[src/hdl/gers_pkg.sv]
// ----------------------------------------------------------------------------
// gers_pkg
// shared constants and types for the guide error running statistics block
// ----------------------------------------------------------------------------
package gers_pkg;

   localparam int COUNT_BITS = 24;

   typedef enum logic [1:0] {
      MODE_GUIDE_STEP    = 2'd0,
      MODE_START_GUIDING = 2'd1,
      MODE_SETTLE_BEGIN  = 2'd2,
      MODE_SETTLE_DONE   = 2'd3
   } mode_type;

   typedef enum logic [3:0] {
      S_IDLE,
      S_DIFF,
      S_DIV,
      S_MEAN,
      S_MUL,
      S_ACC,
      S_RMS,
      S_RDIV,
      S_RSQ_LD,
      S_RSQ,
      S_RFIN,
      S_TSQ,
      S_TLD,
      S_TSQRT,
      S_FIN
   } state_type;

endpackage

[src/hdl/guide_error_running_stats_top.sv]
// ----------------------------------------------------------------------------
// guide_error_running_stats_top
// two-axis welford running deviation, peak and total rms of guiding error,
// built around a shared bit-serial divider, multiplier and square root
// ----------------------------------------------------------------------------
// an event without an update runs two 64-step divides and three 32-step square
// roots; an accumulated guide step runs two 64-step divides and two 33-step
// multiplies for the update before those; one item in flight, ready again the
// cycle after the result is loaded
// synchronous reset clears the sample count, means, deviation sums and peaks
// and turns accumulation off
module guide_error_running_stats_top (
   input  logic          clock,
   input  logic          reset,
   input  logic          req_tvalid,
   output logic          req_tready,
   input  logic [31:0]   req_tdata,  // ra_dist[15:0], dec_dist[31:16]
   input  logic [1:0]    req_tuser,  // mode[1:0]
   output logic          rsp_tvalid,
   input  logic          rsp_tready,
   output logic [103:0]  rsp_tdata,  // rms_ra, rms_dec, peak_ra, peak_dec,
                                     // rms_total (16 each), samples[103:80]
   output logic          rsp_tuser   // accumulating
);
   import gers_pkg::*;

   state_type state_ff, state_in;

   logic                   axis_ff;
   logic [5:0]             cnt_ff;
   logic [COUNT_BITS-1:0]  count_ff;
   logic                   acc_on_ff;
   logic signed [31:0]     mean_ff [2];
   logic [63:0]            sq_ff   [2];
   logic [15:0]            peak_ff [2];
   logic signed [15:0]     x_ff    [2];
   logic [15:0]            rms_ff  [2];
   logic [32:0]            s_ff;
   logic                   sat_step_ff;

   logic [63:0]            dv_num_ff;
   logic [COUNT_BITS:0]    dv_rem_ff;
   logic [COUNT_BITS-1:0]  dv_den_ff;
   logic [65:0]            mul_p_ff;
   logic [32:0]            mul_a_ff;
   logic [32:0]            d_mag_ff;
   logic                   d_neg_ff;
   logic [63:0]            sr_op_ff;
   logic [35:0]            sr_rem_ff;
   logic [31:0]            sr_root_ff;

   logic                   rsp_valid_ff;
   logic [103:0]           rsp_data_ff;
   logic                   rsp_flag_ff;

   logic                   req_xfer;
   logic                   out_free;
   mode_type               mode;
   logic                   guide_upd;

   // serial unit step values
   logic [COUNT_BITS:0]    dv_sh;
   logic                   dv_ge;
   logic [33:0]            mul_sum;
   logic [35:0]            sr_sh;
   logic [35:0]            sr_trial;
   logic                   sr_ge;

   logic signed [33:0]     big_x;
   logic signed [33:0]     d_val;
   logic signed [33:0]     q_val;
   logic signed [33:0]     m_val;
   logic signed [33:0]     e_val;
   logic [32:0]            e_mag;
   logic [64:0]            sq_sum;
   logic [32:0]            r_rnd;
   logic [31:0]            sq16;
   logic [32:0]            h_val;
   logic [15:0]            mag_ra;
   logic [15:0]            mag_dec;

   assign req_xfer = req_tvalid && req_tready;
   assign out_free = !rsp_valid_ff || rsp_tready;
   assign mode     = mode_type'(req_tuser);
   assign guide_upd = (mode == MODE_GUIDE_STEP) && acc_on_ff && (count_ff != '1);

   always_comb begin
      dv_sh    = {dv_rem_ff[COUNT_BITS-1:0], dv_num_ff[63]};
      dv_ge    = dv_sh >= {1'b0, dv_den_ff};
      mul_sum  = {1'b0, mul_p_ff[65:33]} + (mul_p_ff[0] ? {1'b0, mul_a_ff} : 34'd0);
      sr_sh    = {sr_rem_ff[33:0], sr_op_ff[63:62]};
      sr_trial = {2'b00, sr_root_ff, 2'b01};
      sr_ge    = sr_sh >= sr_trial;
      big_x    = {{2{x_ff[axis_ff][15]}}, x_ff[axis_ff], 16'd0};
      d_val    = big_x - 34'(mean_ff[axis_ff]);
      q_val    = d_neg_ff ? -$signed({1'b0, dv_num_ff[32:0]})
                          : $signed({1'b0, dv_num_ff[32:0]});
      m_val    = 34'(mean_ff[axis_ff]) + q_val;
      e_val    = big_x - m_val;
      e_mag    = e_val[33] ? 33'(-e_val) : e_val[32:0];
      sq_sum   = {1'b0, sq_ff[axis_ff]} + {15'd0, mul_p_ff[65:16]};
      r_rnd    = {1'b0, sr_root_ff} + 33'd128;
      sq16     = rms_ff[axis_ff] * rms_ff[axis_ff];
      h_val    = {1'b0, sr_root_ff} + ((sr_rem_ff > {4'd0, sr_root_ff}) ? 33'd1 : 33'd0);
      mag_ra   = x_ff[0][15] ? 16'(-x_ff[0]) : x_ff[0];
      mag_dec  = x_ff[1][15] ? 16'(-x_ff[1]) : x_ff[1];
   end

   // next state
   always_comb begin
      state_in = state_ff;
      unique case (state_ff)
         S_IDLE:   if (req_xfer) state_in = guide_upd ? S_DIFF : S_RMS;
         S_DIFF:   state_in = S_DIV;
         S_DIV:    if (cnt_ff == 6'd0) state_in = S_MEAN;
         S_MEAN:   state_in = S_MUL;
         S_MUL:    if (cnt_ff == 6'd0) state_in = S_ACC;
         S_ACC:    state_in = axis_ff ? S_RMS : S_DIFF;
         S_RMS:    state_in = S_RDIV;
         S_RDIV:   if (cnt_ff == 6'd0) state_in = S_RSQ_LD;
         S_RSQ_LD: state_in = S_RSQ;
         S_RSQ:    if (cnt_ff == 6'd0) state_in = S_RFIN;
         S_RFIN:   state_in = axis_ff ? S_TSQ : S_RMS;
         S_TSQ:    if (axis_ff) state_in = S_TLD;
         S_TLD:    state_in = S_TSQRT;
         S_TSQRT:  if (cnt_ff == 6'd0) state_in = S_FIN;
         S_FIN:    if (out_free) state_in = S_IDLE;
         default:  state_in = S_IDLE;
      endcase
   end

   // outputs
   always_comb begin
      req_tready = (state_ff == S_IDLE);
      rsp_tvalid = rsp_valid_ff;
      rsp_tdata  = rsp_data_ff;
      rsp_tuser  = rsp_flag_ff;
   end

   always_ff @(posedge clock) begin
      if (reset) begin
         state_ff     <= S_IDLE;
         axis_ff      <= 1'b0;
         cnt_ff       <= 6'd0;
         count_ff     <= '0;
         acc_on_ff    <= 1'b0;
         rsp_valid_ff <= 1'b0;
         for (int i = 0; i < 2; i++) begin
            mean_ff[i] <= '0;
            sq_ff[i]   <= '0;
            peak_ff[i] <= '0;
         end
      end else begin
         state_ff <= state_in;
         if (rsp_valid_ff && rsp_tready && state_ff != S_FIN) rsp_valid_ff <= 1'b0;
         unique case (state_ff)
            S_IDLE: begin
               axis_ff <= 1'b0;
               if (req_xfer) begin
                  x_ff[0] <= req_tdata[15:0];
                  x_ff[1] <= req_tdata[31:16];
                  if (mode == MODE_START_GUIDING || mode == MODE_SETTLE_DONE) begin
                     count_ff  <= '0;
                     acc_on_ff <= 1'b1;
                     for (int i = 0; i < 2; i++) begin
                        mean_ff[i] <= '0;
                        sq_ff[i]   <= '0;
                        peak_ff[i] <= '0;
                     end
                  end else if (mode == MODE_SETTLE_BEGIN) begin
                     acc_on_ff <= 1'b0;
                  end else if (guide_upd) begin
                     count_ff <= count_ff + 1'b1;
                  end
               end
            end
            S_DIFF: begin
               d_neg_ff  <= d_val[33];
               d_mag_ff  <= d_val[33] ? 33'(-d_val) : d_val[32:0];
               dv_num_ff <= d_val[33] ? 64'(-d_val) : {31'd0, d_val[32:0]};
               dv_rem_ff <= '0;
               dv_den_ff <= count_ff;
               cnt_ff    <= 6'd63;
            end
            S_DIV, S_RDIV: begin
               dv_rem_ff <= dv_ge ? dv_sh - {1'b0, dv_den_ff} : dv_sh;
               dv_num_ff <= {dv_num_ff[62:0], dv_ge};
               cnt_ff    <= cnt_ff - 6'd1;
            end
            S_MEAN: begin
               mean_ff[axis_ff] <= m_val[31:0];
               mul_a_ff <= d_mag_ff;
               mul_p_ff <= {33'd0, e_mag};
               cnt_ff   <= 6'd32;
            end
            S_MUL: begin
               mul_p_ff <= {mul_sum, mul_p_ff[32:1]};
               cnt_ff   <= cnt_ff - 6'd1;
            end
            S_ACC: begin
               sq_ff[axis_ff] <= sq_sum[64] ? '1 : sq_sum[63:0];
               axis_ff <= ~axis_ff;
            end
            S_RMS: begin
               dv_num_ff <= sq_ff[axis_ff];
               dv_rem_ff <= '0;
               dv_den_ff <= count_ff;
               cnt_ff    <= 6'd63;
            end
            S_RSQ_LD: begin
               sr_op_ff   <= dv_num_ff;
               sr_rem_ff  <= '0;
               sr_root_ff <= '0;
               cnt_ff     <= 6'd31;
            end
            S_RSQ, S_TSQRT: begin
               sr_op_ff   <= {sr_op_ff[61:0], 2'b00};
               sr_rem_ff  <= sr_ge ? sr_sh - sr_trial : sr_sh;
               sr_root_ff <= {sr_root_ff[30:0], sr_ge};
               cnt_ff     <= cnt_ff - 6'd1;
            end
            S_RFIN: begin
               if (count_ff == '0)
                  rms_ff[axis_ff] <= '0;
               else
                  rms_ff[axis_ff] <= (|r_rnd[32:24]) ? 16'hffff : r_rnd[23:8];
               axis_ff <= ~axis_ff;
            end
            S_TSQ: begin
               s_ff    <= (axis_ff ? s_ff : 33'd0) + {1'b0, sq16};
               axis_ff <= ~axis_ff;
            end
            S_TLD: begin
               sr_op_ff   <= {31'd0, s_ff};
               sr_rem_ff  <= '0;
               sr_root_ff <= '0;
               cnt_ff     <= 6'd31;
            end
            S_FIN: begin
               if (out_free) begin
                  rsp_valid_ff <= 1'b1;
                  rsp_flag_ff  <= acc_on_ff;
                  rsp_data_ff  <= {count_ff,
                                   (|h_val[32:16]) ? 16'hffff : h_val[15:0],
                                   peak_ff[1], peak_ff[0], rms_ff[1], rms_ff[0]};
               end
            end
            default: ;
         endcase
         // peaks follow every accepted guide step while accumulating,
         // also when the count is saturated
         if ((state_ff == S_DIFF && !axis_ff) || sat_step_ff) begin
            if (mag_ra > peak_ff[0])  peak_ff[0] <= mag_ra;
            if (mag_dec > peak_ff[1]) peak_ff[1] <= mag_dec;
         end
      end
   end

   always_ff @(posedge clock) begin
      if (reset) begin
         sat_step_ff <= 1'b0;
      end else begin
         sat_step_ff <= req_xfer && (mode == MODE_GUIDE_STEP) && acc_on_ff
                        && (count_ff == '1);
      end
   end

   a_busy_after_accept: assert property (@(posedge clock) disable iff (reset)
      req_xfer |=> state_ff != S_IDLE)
      else $error("block still idle after an input transfer");

   a_empty_sums: assert property (@(posedge clock) disable iff (reset)
      count_ff == '0 |-> sq_ff[0] == '0 && sq_ff[1] == '0)
      else $error("deviation sum non-zero with no samples");

   a_zero_rms: assert property (@(posedge clock) disable iff (reset)
      rsp_valid_ff && rsp_data_ff[103:80] == '0 |-> rsp_data_ff[31:0] == '0)
      else $error("deviation reported with no samples");

endmodule

[config.mk]
export PLATFORM = sky130hd
export DESIGN_NAME = guide_error_running_stats_top
export DESIGN_NICKNAME = d
export VERILOG_FILES = /design/src/hdl/gers_pkg.sv /design/src/hdl/guide_error_running_stats_top.sv
export SDC_FILE = /design/constraint.sdc
export NUM_CORES = 2
export LEC_CHECK = 0
export BUFFER_PORTS_ARGS = -buffer_cell sky130_fd_sc_hd__buf_2
export CORE_MARGIN = 3
export CORE_UTILIZATION = 55
export DETAILED_ROUTE_END_ITERATION = 7
export PLACE_DENSITY = 0.72
export SETUP_SLACK_MARGIN = 0.5
export SLEW_MARGIN = 10
export SYNTH_ARGS = -nofsm -noshare
export SYNTH_HDL_FRONTEND = slang
export SYNTH_SLANG_ARGS = --single-unit
[constraint.sdc]
create_clock -name clock -period 21.1 [get_ports clock]
set_clock_uncertainty 0.1 [all_clocks]
set_input_delay 6.33 -clock clock [delete_from_list [all_inputs] [get_ports clock]]
set_output_delay 6.33 -clock clock [all_outputs]
set_load 0.03 [all_outputs]
* Yosys cells after proc, flatten, opt, wreduce, memory -nomap -nowiden
Memories as Yosys holds them, arrays and structs flattened. A register that Yosys moved wholly into a read port is not among the register bits.
Index checks and enable logic that the tools add are counted.
Widths: inputs -> output; s select.
** Storage, ports and cells
- Bits in registers :: 553
- RAM bits :: 288
- Bits of input ports :: 38
- Output and inout port bits :: 107
- Logic and storage cells :: 237
- Memories kept :: 5
** Memory list
- sq_ff :: depth 2, width 64, rd ports 1, clocked after memory_dff 1, write ports 2, line guide_error_running_stats_top.sv:34 : logic [63:0] sq_ff [2];
- mean_ff :: depth 2, width 32, rd ports 1, clocked after memory_dff 1, write ports 2, line guide_error_running_stats_top.sv:33 : logic signed [31:0] mean_ff [2];
- peak_ff :: depth 2, width 16, rd ports 2, clocked after memory_dff 0, write ports 2, line guide_error_running_stats_top.sv:35 : logic [15:0] peak_ff [2];
- rms_ff :: depth 2, width 16, rd ports 3, clocked after memory_dff 3, write ports 1, line guide_error_running_stats_top.sv:37 : logic [15:0] rms_ff [2];
- x_ff :: depth 2, width 16, rd ports 3, clocked after memory_dff 1, write ports 2, line guide_error_running_stats_top.sv:36 : logic signed [15:0] x_ff [2];
** Operators by class
- Add/sub/neg operators :: 18
- Multipliers :: 1
- $lt $le $gt $ge :: 5
- Equality and inequality tests :: 29
- Multiplexer cells :: 97
- Bitwise gates (word level) :: 11
- Reductions and logical operators :: 50
** Operator list (count)
- $pmux 64 s3 :: 2
- $mux 64 :: 5
- $mux 33 :: 4
- $pmux 66 s2 :: 1
- $mux 16 :: 8
- $mux 24 :: 4
- $mux 32 :: 3
- $pmux 36 s2 :: 1
- $neg 33->33 :: 2
- $add 64x50->65 :: 1
- $neg 33->64 :: 1
- $pmux 32 s2 :: 1
- $reduce_or 64->1 :: 1
- $pmux 4 s15 :: 1
- $mux 1 :: 51
- $pmux 24 s2 :: 1
- $ge 36x34->1 :: 1
- $gt 36x32->1 :: 1
- $mux 36 :: 1
- $mux 4 :: 9
- $sub 36x34->36 :: 1
- $add 32x34->34 :: 1
- $add 33x33->34 :: 1
- $mux 34 :: 1
- other kinds (49) :: 108

* Logic depth before layout (Yosys ltp)
- Depth after elaboration :: 9
- Gate-level depth with buffers :: 35
- Mapped depth without buffers :: 33

* Least setup slack after synthesis
Ideal clock, no wire load.
- Kind :: input to register
- Start point :: input port reset
- End point :: register rsp_data_ff[0], in the netlist rsp_tdata[0], read port of rms_ff, enable pin
- Setup time :: 0.826 ns
- Arrival :: 16.506 ns
- Required time :: 20.174 ns
- Slack :: 3.668 ns
- Stages :: 2
- Path buffers :: 1
- Cells stage by stage :: clkbuf_1 > nor4_1
** On the way
- Longest elaborated chain between the ends :: 2
** RTL lines
- from (decl) :: line guide_error_running_stats_top.sv:14 : input logic reset,
- $not 1->1 (no source line)
- $reduce_and 3->1 (no source line)
- to (decl) :: line guide_error_running_stats_top.sv:53 : logic [103:0] rsp_data_ff;
No other way between the ends.
A chain may end at the register's enable or synchronous reset.

==> summary.txt <==
Outcome
  • Status: finished, final reports clean

Synthesis
  • Async SR Flop Fraction: 0%
  • Synthesis Warnings: 0
  • Syn Area/Cell: 10.22 um^2
  • Number of flops mapped to enable cells by yosys: 803
  • Seq/Total Area, Yosys: 43.51%
  • Yosys cell types: 105
  • Syn Inst Count: 5597
  • Seq cells post-synth: 842
  • Mapped Area: 0.05722 mm^2
  • Primary FF master, synth: edfxtp_1
  • Total nets after synthesis: 6189

Setup path
  • Worst Setup End Kind: flop
  • Crit path required time: 21300 ps
  • Worst Path Buf+Inv: 2
  • Delay of the slowest critical-path stage: 730 ps
  • Critical setup path kind: input pin to flop
  • Worst Path Max Fanout: 33
  • Startpoint types: input pin
  • R2R Setup Slk: 12330 ps
  • Crit path top cell by count: nand2_1
  • Critical path cell sequence: buf_2, buf_4, nor2_1, nand2_1, o22ai_1, nand3_1, nand2_1
  • RR Endpoint: s_ff[32]
  • Arrival time worst endpoint: 9160 ps
  • Slowest CP cell: nand2_1
  • Family with the most delay on the worst path: simple AND/OR/NAND/NOR gates
  • Reg2Reg Depth: 27

Timing
  • Worst rel slew slack: 17.05%
  • Final setup viols: 0
  • Final Hold Vio Count: 0
  • Fmax: 111.6 MHz
  • Minimum clock period: 8958 ps
  • Final Max Slew Viols: 0
  • Post-route clock period utilization: 42.45%
  • TNS Setup: 0 ps
  • RSZ-0062 raised after global routing: false
  • Worst-margin pin slew: 1236 ps

Die
  • Top Ports: 145
  • Die ar.: 0.1079 mm^2
  • Chip width: 328.5 um
  • Initial Util: 55.84%
  • Rows: 117
  • Core ar.: 0.1025 mm^2
  • Die Y: 328.5 um

Clock network
  • Clock latency on the worst-skew pair: 680 ps
  • Number of H-tree levels: 3
  • Post-CTS Repair Setup Buffers: 0
  • Root Driver: clkbuf_16
  • CTS Hold Bufs: 0
  • CTS sink cnt: 842
  • Max Root-Sink Buffers: 3
  • Num CTS Buffers: 91
  • Clock slew at reported path FFs: 60 ps
  • CTS tree: yes
  • Post_cts resized: 0

Global routing
  • Met3 Use GR: 3.875%
  • Met2 usage: 44.10%
  • Largest net degree at the start of global routing: 106
  • Grt peak-use layer: met2
  • Initial antenna violation count: 2
  • GRT Util Overall: 27.26%
  • Met1 GRT Util: 37.73%
  • GR Overflow Total: 0
  • Vias in the first global route: 41.97k
  • First-pass GRT wire length: 233500 um

Cells and area
  • Highest-count cells in the layout ignoring fill and taps: edfxtp_1 (803), nor2_1 (647), nand2_1 (498), inv_1 (466), ha_1 (353)
  • Nets: 6294
  • Diodes inserted: 0
  • Fillers: 8546
  • Layout cells sized above 1: 8.847%
  • Area occupied by multi-input gates: 0.02998 mm^2
  • Leading cell type in the layout, fill and taps excluded: edfxtp_1
  • Register area: 0.02490 mm^2
  • Area growth syn-to-layout: 9.153%

Run
  • Max_cap viols: 0

Drt
  • DRT antenna net count: 0
  • Final WL: 147000 um
  • DR vias/cell: 5.999
  • Via count: 42.85k
  • Remaining DRCs: 0
  • Wirelength per Cell: 20.58 um
  • Initial detailed-routing violation count: 3904
  • First-pass iteration count of the detailed router: 6

Min path
  • Hold path endpoint: mul_a_ff[1]
  • Min-delay src: d_mag_ff[1]
  • Cell count of the worst hold path: 0
  • Min-Delay Path Class: flop to flop

Placed design
  • DPL Wire Length: 109500 um
  • Routability Congestion: 0.9196
  • Port buffer count: 144
==> metal layers <==
layer	vias to the layer above	share of wire, %
met5	-	0.0082
met4	2	3.9
met3	283	7.0
met2	1564	46
met1	20880	43
li1	20125	-
==> flip-flops by register name, summed over array words and instances (netlist names), 4 cells and up, named ones only <==
signal      cells
sq_ff         128
rsp_tdata     104
mul_p_ff       66
dv_num_ff      64
mean_ff        64
sr_op_ff       64
sr_rem_ff      36
d_mag_ff       33
mul_a_ff       33
s_ff           33
peak_ff        32
rms_ff         32
sr_root_ff     32
x_ff           32
count_ff       24
dv_den_ff      24
dv_rem_ff      24
cnt_ff          6
state_ff        4
==> kinds of logic (layout without fill, tap and decap cells) <==
logic type,after synthesis,after routing,share of synthesized area (%)
multiplexers,162,162,3.035
XOR/XNOR,385,385,5.946
buffers and inverters,659,838,4.406
AO/OA/AOI/OAI,1166,1166,13.41
adder cells (fa/ha/maj),554,554,14.75
flip-flops,842,842,43.51
AND/OR/NAND/NOR,1829,1829,14.94
==> synth_stat cells, types with 19 or more instances <==
cell type / count / area share, %
a21o_1: 127 / 1.7
or3_1: 35 / 0.38
a22o_1: 66 / 1.0
inv_1: 466 / 3.1
mux2_2: 82 / 1.6
nor2b_1: 73 / 0.80
and3_1: 40 / 0.44
a21oi_1: 329 / 2.9
a211oi_1: 28 / 0.37
o211ai_1: 27 / 0.35
nand4_1: 56 / 0.61
o31ai_1: 39 / 0.51
nor4_1: 33 / 0.36
nand2_1: 500 / 3.3
a21boi_0: 21 / 0.28
and4_1: 19 / 0.29
xor2_1: 103 / 1.6
o21ai_0: 220 / 1.9
or2_2: 24 / 0.26
clkbuf_1: 143 / 0.94
fa_1: 201 / 7.0
xnor2_1: 279 / 4.3
nor3_1: 88 / 0.77
ha_1: 353 / 7.7
a31oi_1: 43 / 0.47
o21bai_1: 32 / 0.42
o21a_1: 40 / 0.52
nor2_1: 656 / 4.3
edfxtp_1: 803 / 42
mux2i_1: 77 / 1.3
and2_1: 72 / 0.79
dfxtp_1: 39 / 1.4
buf_1: 24 / 0.16
a22oi_1: 43 / 0.56
nand3_1: 100 / 0.87
nand2b_1: 67 / 0.73
==> metrics by stage <==
step	util (%)	setup WS (ps)	cells	cell area, um^2	hold slack (ps)
after global placement	58.05	11450	6976	59490	300.5
after CTS	60.93	12070	7143	62440	310.7
after detailed placement	58.05	11360	6976	59490	304.5
after global routing	60.95	11870	7144	62460	320.1
after floorplan	-	3668	5597	57220	300.3
final	60.95	12140	7144	62460	315.4
==> worst reg2reg max path: stages, from the launching register on <==
cell	delay (ps)
dfxtp_4	870
mux2i_1	780
inv_1	490
nand2_1	270
inv_1	80
fa_1	500
inv_1	50
fa_1	520
inv_1	50
fa_1	520
inv_1	60
fa_1	440
fa_1	550
inv_1	70
fa_1	420
ha_1	370
a21oi_1	240
nand2_1	110
nor2_1	120
o211ai_1	140
a31oi_1	360
o31ai_1	150
a211oi_1	300
o21bai_1	140
a21oi_1	310
o221ai_1	200
a21oi_1	200
xnor2_1	90
==> cell type report <==
type                            count  area share, %
Inverter                          473          2.843
Sequential cell                   842          39.86
Timing Repair Buffer              198          1.829
Clock inverter                     57         0.9295
Multi-Input combinational cell   4096          48.00
Tap cell                         1368          2.740
Clock buffer                      110          3.794
==> how the worst max path moves through the flow <==
stage	from	to	slack, ps	depth (start not counted)
after floorplan	reset	rsp_tdata[0]	3670	2
after global placement	reset	peak_ff[0][26]	11450	7
after detailed placement	reset	peak_ff[0][27]	11360	7
after CTS	reset	peak_ff[0][16]	12070	7
after global routing	flop	s_ff[32]	11870	27
final	reset	peak_ff[0][14]	12140	7
Power is not shown: default switching activity piles up to over one toggle a cycle in this logic, so the estimate is an artifact.
